--- src/hdl/sobel_pkg.sv ---
// ----------------------------------------------------------------------------
// sobel_pkg
// Shared constants, types and a helper function for the Sobel edge block.
// ----------------------------------------------------------------------------
package sobel_pkg;

  localparam int MaxWidth = 1024;
  localparam int AddrW    = $clog2(MaxWidth);
  localparam int RowW     = 12;
  localparam int WidthW   = 11;

  // APB register addresses
  localparam logic [2:0] RegWidth  = 3'd0;
  localparam logic [2:0] RegHeight = 3'd4;

  typedef logic [23:0] pix_t;

  // Per-channel squared gradient sum, max 2*1020^2
  typedef logic [20:0] sq_t;

  // Squared gradient magnitude of one channel over a 3x3 window
  // t*: top row, m*: middle row, b*: bottom row; l/c/r: columns
  function automatic sq_t grad_sq(
    input logic [7:0] tl, input logic [7:0] tc, input logic [7:0] tr,
    input logic [7:0] ml, input logic [7:0] mr,
    input logic [7:0] bl, input logic [7:0] bc, input logic [7:0] br
  );
    logic signed [11:0] gx;
    logic signed [11:0] gy;
    logic [21:0] s;
    gx = $signed({4'd0, tr}) + $signed({3'd0, mr, 1'b0}) + $signed({4'd0, br})
       - $signed({4'd0, tl}) - $signed({3'd0, ml, 1'b0}) - $signed({4'd0, bl});
    gy = $signed({4'd0, bl}) + $signed({3'd0, bc, 1'b0}) + $signed({4'd0, br})
       - $signed({4'd0, tl}) - $signed({3'd0, tc, 1'b0}) - $signed({4'd0, tr});
    s = 22'(gx * gx) + 22'(gy * gy);
    return s[20:0];
  endfunction

endpackage

--- src/hdl/sobel_root.sv ---
// ----------------------------------------------------------------------------
// sobel_root
// Rounded integer square root of a 21-bit value, saturated at 255,
// computed one result bit per cycle.
// ----------------------------------------------------------------------------
module sobel_root (
  input  logic          clk,
  input  logic          rst,
  input  logic          start,
  input  sobel_pkg::sq_t value,
  output logic          done,
  output logic [7:0]    root
);

  sobel_pkg::sq_t s;
  logic [10:0] r;
  logic [10:0] bitm;
  logic        busy;
  logic [10:0] t;
  logic [21:0] tsq;
  logic [21:0] rem;
  logic [11:0] rr;

  assign t   = r | bitm;
  assign tsq = 22'(t) * 22'(t);
  assign rem = 22'(s) - 22'(r) * 22'(r);
  assign rr  = (rem > 22'(r)) ? 12'(r) + 12'd1 : 12'(r);
  assign root = (rr > 12'd255) ? 8'd255 : rr[7:0];

  // Advance one bit per cycle from the top
  always_ff @(posedge clk) begin
    if (rst) begin
      busy <= 1'b0;
      done <= 1'b0;
    end else begin
      done <= 1'b0;
      if (start) begin
        s    <= value;
        r    <= '0;
        bitm <= 11'h400;
        busy <= 1'b1;
      end else if (busy) begin
        if (tsq <= 22'(s)) r <= t;
        bitm <= bitm >> 1;
        if (bitm == 11'd1) begin
          busy <= 1'b0;
          done <= 1'b1;
        end
      end
    end
  end

endmodule

--- config.mk ---
export PLATFORM = sky130hd
export DESIGN_NAME = sobel_root
export DESIGN_NICKNAME = d
export VERILOG_FILES = /design/src/hdl/sobel_pkg.sv /design/src/hdl/sobel_root.sv
export SDC_FILE = /design/constraint.sdc
export NUM_CORES = 1
export LEC_CHECK = 0
export BUFFER_PORTS_ARGS = -buffer_cell sky130_fd_sc_hd__buf_2
export CORE_AREA = 2 2 132 134
export CTS_BUF_LIST = sky130_fd_sc_hd__clkbuf_4 sky130_fd_sc_hd__clkbuf_8 sky130_fd_sc_hd__clkbuf_16
export DETAILED_ROUTE_END_ITERATION = 8
export DIE_AREA = 0 0 134 136
export GPL_ROUTABILITY_DRIVEN = 0
export GPL_TIMING_DRIVEN = 0
export PLACE_DENSITY_LB_ADDON = 0.25
export REMOVE_ABC_BUFFERS = 1
export SETUP_SLACK_MARGIN = 0.4
export SYNTH_ARGS = -nofsm -noshare
export SYNTH_HDL_FRONTEND = slang
export SYNTH_SLANG_ARGS = --single-unit
--- constraint.sdc ---
create_clock -name clk -period 15.6 [get_ports clk]
set_clock_uncertainty 0.05 [all_clocks]
set_input_delay 3.12 -clock clk [delete_from_list [all_inputs] [get_ports clk]]
set_output_delay 3.12 -clock clk [all_outputs]
set_load 0.02 [all_outputs]
### Word level (Yosys, flattened, before mapping)

Cells that the tools add are included.

| operators by class | value |
|---|---|
| bitwise logic cells | 3 |
| $mul | 2 |
| reduce and logical (&&, ||, !) cells | 6 |
| magnitude comparators | 3 |
| add/sub/neg operators | 2 |
| equality and inequality tests | 1 |
| mux-type cells | 9 |

Operators by type and width:

| cell | number |
|---|---|
| multiplier 11 x 11 -> 22 bit | 2 |
| two-way mux 11 bit | 3 |
| greater-than comparator 22 x 11 -> 1 bit | 1 |
| <= comparator 22 x 21 -> 1 bit | 1 |
| subtractor 21 x 22 -> 22 bit | 1 |
| adder 11 x 1 -> 12 bit (second input constant) | 1 |
| greater-than comparator 12 x 8 -> 1 bit (second input constant) | 1 |
| two-way mux 12 bit | 1 |
| == test 11 x 1 -> 1 bit (second input constant) | 1 |
| OR 11 bit | 1 |
| two-way mux 8 bit | 1 |
| two-way mux 1 bit | 4 |
| AND reduction 2 bit | 2 |
| nonzero test 2 bit | 2 |
| AND reduction 3 bit | 1 |
| OR reduction 3 bit | 1 |
| inverter 1 bit | 2 |

| storage, ports and cells | value |
|---|---|
| word-level logic and storage cells | 31 |
| flip-flop bits (word level) | 45 |
| bits of input ports | 24 |
| output and inout port bits | 9 |

### Longest topological paths before layout

| logic depth | value |
|---|---|
| word-level depth | 6 |
| mapped depth | 31 |
| gate-level depth less buffers | 30 |

### Worst setup path after synthesis

OpenSTA, ideal clock, no wires.

| timing path | value |
|---|---|
| kind | register to output |
| start | register r[2] |
| end | output port root[0] |
| required time | 12.430 ns |
| cell stages (with the launch flop) | 30 |
| data arrival time | 6.562 ns |
| slack | 5.868 ns |
| buffers on the path | 2 |
| cells stage by stage | edfxtp_1 -> buf_2 -> clkinv_1 -> nor2_1 -> inv_1 -> fa_1 -> inv_1 -> fa_1 -> inv_1 -> fa_1 -> fa_1 -> inv_1 -> fa_1 -> inv_1 -> ha_1 -> buf_2 -> nand3_1 -> a21oi_1 -> nor3_1 -> xnor2_1 -> ha_1 -> nand2_1 -> nor3_1 -> a21oi_1 -> nor4_2 -> o2111ai_1 -> nor3_4 -> o31ai_2 -> a22oi_4 -> nand2_1 |

| on the way | value |
|---|---|
| word-level cells in the longest chain between the ends | 6 |
| elaborated cells on any way between the ends | 7 |
| those cells by class | 2 x add/sub; 1 x mul; 2 x order compare; 2 x mux |

Ends and longest elaborated chain:

| what | RTL line | source |
|---|---|---|
| start, declared | sobel_root.sv:16 | `logic [10:0] r;` |
| start signal, assigned | sobel_root.sv:43 | `if (tsq <= 22'(s)) r <= t;` |
| multiplier 11 x 11 -> 22 bit | sobel_root.sv:26 | `assign rem = 22'(s) - 22'(r) * 22'(r);` |
| subtractor 21 x 22 -> 22 bit | sobel_root.sv:26 |  |
| greater-than comparator 22 x 11 -> 1 bit | sobel_root.sv:27 | `assign rr = (rem > 22'(r)) ? 12'(r) + 12'd1 : 12'(r);` |
| two-way mux 12 bit * | sobel_root.sv:27 |  |
| greater-than comparator 12 x 8 -> 1 bit | sobel_root.sv:28 | `assign root = (rr > 12'd255) ? 8'd255 : rr[7:0];` |
| two-way mux 8 bit * | sobel_root.sv:28 |  |
| end, declared | sobel_root.sv:12 | `output logic [7:0] root` |

Mark *: on every way between the ends. The rest lies on a longest branch, timed or not.

### Worst setup path after layout

| timing path | value |
|---|---|
| start | register r[7] |
| end | output port root[7] |

The elaborated chain is that of the path after synthesis.

==> results.sh <==
export IMPL_numCtsBuffers=5
export IMPL_final_common_cell="inv_1"
export IMPL_root_buffer="clkbuf_16"
export IMPL_dr_pass1_iters=5
export IMPL_htreeDepth=2
export IMPL_critPathMostFrequentCell="inv_1"
export IMPL_drtAntennaViolNets=0
export IMPL_clock_sinks=45
export IMPL_antenna_found_initial=0
export IMPL_yosys_most_used_dff="edfxtp_1"
export IMPL_cp_slowest_cell="edfxtp_1"
export IMPL_core_area_mm2=0.01688
export IMPL_die_w_um=134
export IMPL_drc=0
export IMPL_setup_violations=0
export IMPL_fp_dieH_um=136
export IMPL_min_period_over_period=0.7465
export IMPL_grt_usage=0.2624
export IMPL_initial_core_util=0.5904
export IMPL_syn_area_mm2=0.009963
export IMPL_async_reset_ff_frac=0
export IMPL_grt_pass1_wl_um=37820
export IMPL_clock_path_buffers=2
export IMPL_die_area_mm2=0.01822
export IMPL_path_clk_slew_ps=70
export IMPL_status="finished clean"
export IMPL_cap_violations=0
export IMPL_rsz0062_at_grt="false"
export IMPL_multi_input_area_mm2=0.007537
export IMPL_cts_resized=0
export IMPL_rows=48
export IMPL_slew_headroom=0.3204
export IMPL_min_from="busy"
export IMPL_post_cts_buffers=0
export IMPL_wl_um=22550
export IMPL_drtIter0Drc=506
export IMPL_syn_to_final_growth_pct=4.910
export IMPL_io_pins=33
export IMPL_io_buffers=32
export IMPL_yosysTopAreaCell="fa_1"
export IMPL_grt_max_degree=26
export IMPL_end_kind="output pin"
export IMPL_synth_cells=1127
export IMPL_max_freq_ghz=0.08587
export IMPL_finalNetCount=1454
export IMPL_r2r_start="r[8]"
export IMPL_ff2ff_setup_slack_ps=7040
export IMPL_drive_above_1_share=0.05939
export IMPL_n_antenna_cell=0
export IMPL_synth_top_cell_area_share=0.2913
export IMPL_path_class="flop to output pin"
export IMPL_fillCellCount=1437
export IMPL_critPathArrivalTime_ps=8480
export IMPL_worst_pin_slew_ps=1016
export IMPL_crit_path_max_fanout=16
export IMPL_cp_required_ps=12430
export IMPL_ys_seq_area_frac=0.1336
export IMPL_wl_per_cell_um=16.46
export IMPL_hold_viol=0
export IMPL_vias=7575
export IMPL_clk_latency_ps=300
export IMPL_cts_tree="built"
export IMPL_most_common_layout_cells="inv_1 (255), fa_1 (145), ha_1 (141)"
export IMPL_final_setup_tns_ps=0
export IMPL_synth_seq_cells=45
export IMPL_yosysWarnings=0
export IMPL_cts_hold_buf=0
export IMPL_crit_buf_inv=7
export IMPL_grt_pass1_vias=7694
export IMPL_max_stage_delay_ps=920
export IMPL_seq_area_mm2=0.001331
export IMPL_syn_area_per_cell_um2=8.841
export IMPL_viasPerCell=5.529
export IMPL_worst_hold_path_num_cells=1
export IMPL_start_kind="flop"
export IMPL_hold_end="done"
export IMPL_min_period_ps=11650
export IMPL_cp_top_family="adder cells"
export IMPL_reg2reg_to="r[0]"
export IMPL_synth_edf_count=43
export IMPL_post_dp_hpwl_um=18810
export IMPL_synthTopCellsByArea="fa_1 (29%), ha_1 (18%), edfxtp_1 (13%)"
export IMPL_hold_class="flop to flop"
export IMPL_maxSlewViolCount=0
export IMPL_grt_ovfl_total=0
export IMPL_reg2regPathDepth=26
export IMPL_ys_types=69
state kept, by name, summed over array words and instances (netlist names):
signal and cells:
bitm 11, busy 1, done 1, r 11, s 21
worst register-to-register path, cell delays in order, from the launching register on:
cell and delay [ps]:
edfxtp_1 660, nor2_1 790, inv_1 390, nand2_1 210, inv_1 70, fa_1 480
fa_1 520, inv_1 50, fa_1 480, fa_1 550, inv_1 50, fa_1 470
ha_1 360, and3_1 180, a21oi_1 180, o21ai_0 200, o41a_1 410, a41oi_1 300
nand2b_1 90, a21oi_1 180, xnor2_1 100, ha_1 290, nand4_1 110, nor4_1 230
a21oi_1 120, o21ai_0 110, a41o_1 560
metrics by stage:
| stage | util | setup slack, ps | cell area, µm² | hold slack, ps | cells |
|---|---|---|---|---|---|
| 4_1_cts | 0.6194 | 3992 | 10450 | 480.4 | 1370 |
| 3_3_place_gp | 0.6096 | 4504 | 10290 | 458.9 | 1361 |
| 2_1_floorplan | - | 5845 | 9846 | 421.6 | 1104 |
| 5_1_grt | 0.6194 | 3525 | 10450 | 494.3 | 1370 |
| 6_report | 0.6194 | 3954 | 10450 | 481.0 | 1370 |
| 3_5_place_dp | 0.6106 | 4354 | 10300 | 462.8 | 1362 |
cell type report:
type,count,area share
Timing Repair Buffer,33,0.01676
Multi-Input combinational cell,798,0.7211
Clock inverter,2,0.001436
Inverter,261,0.09373
Sequential cell,45,0.1274
Tap cell,225,0.02693
Clock buffer,6,0.01269
synth_stat cells (all sizes together) (3+ instances only):
master	instances
a31oi	3
a211oi	3
nor3	20
nor4	7
mux2	3
nand3	10
ha	141
nor2b	19
mux2i	4
inv	255
buf	11
clkinv	6
or3	3
a21o	10
a2111oi	3
nor2	120
a21oi	47
o31ai	3
or2	9
nand2b	9
nand2	91
nand4	11
edfxtp	43
o2111ai	3
o21a	9
xor2	12
xnor2	35
clkbuf	12
o21ai	46
fa	145
routing by layer:
layer,GRT usage,vias to the layer above,share of wire
li1,-,3623,-
met1,0.3796,3709,0.45
met2,0.4393,224,0.48
met3,0.03356,19,0.060
met4,0.02955,0,0.0079
met5,0,-,0
cells by family after synthesis:
kind of cell | share of synthesized area
AOI/OAI and AO/OA | 0.09532
xor gates and xnor gates | 0.04132
adders and majority gates | 0.4684
buffers and inverters | 0.1101
DFF | 0.1336
muxes | 0.007786
and+or+nand+nor | 0.1434
worst max-delay path by stage:
stage          start      end  slack [ps]  cells after the start
2_1_floorplan   r[7]  root[0]        5850                     27
3_3_place_gp    r[7]  root[6]        4500                     28
6_report        r[7]  root[7]        3950                     28
5_1_grt         r[7]  root[7]        3530                     28
3_5_place_dp    r[7]  root[7]        4350                     28
4_1_cts         r[7]  root[7]        3990                     28
Power is left out: the tool's default activity adds up to more than one toggle a clock period on the data nets, which glitch-free logic cannot reach.
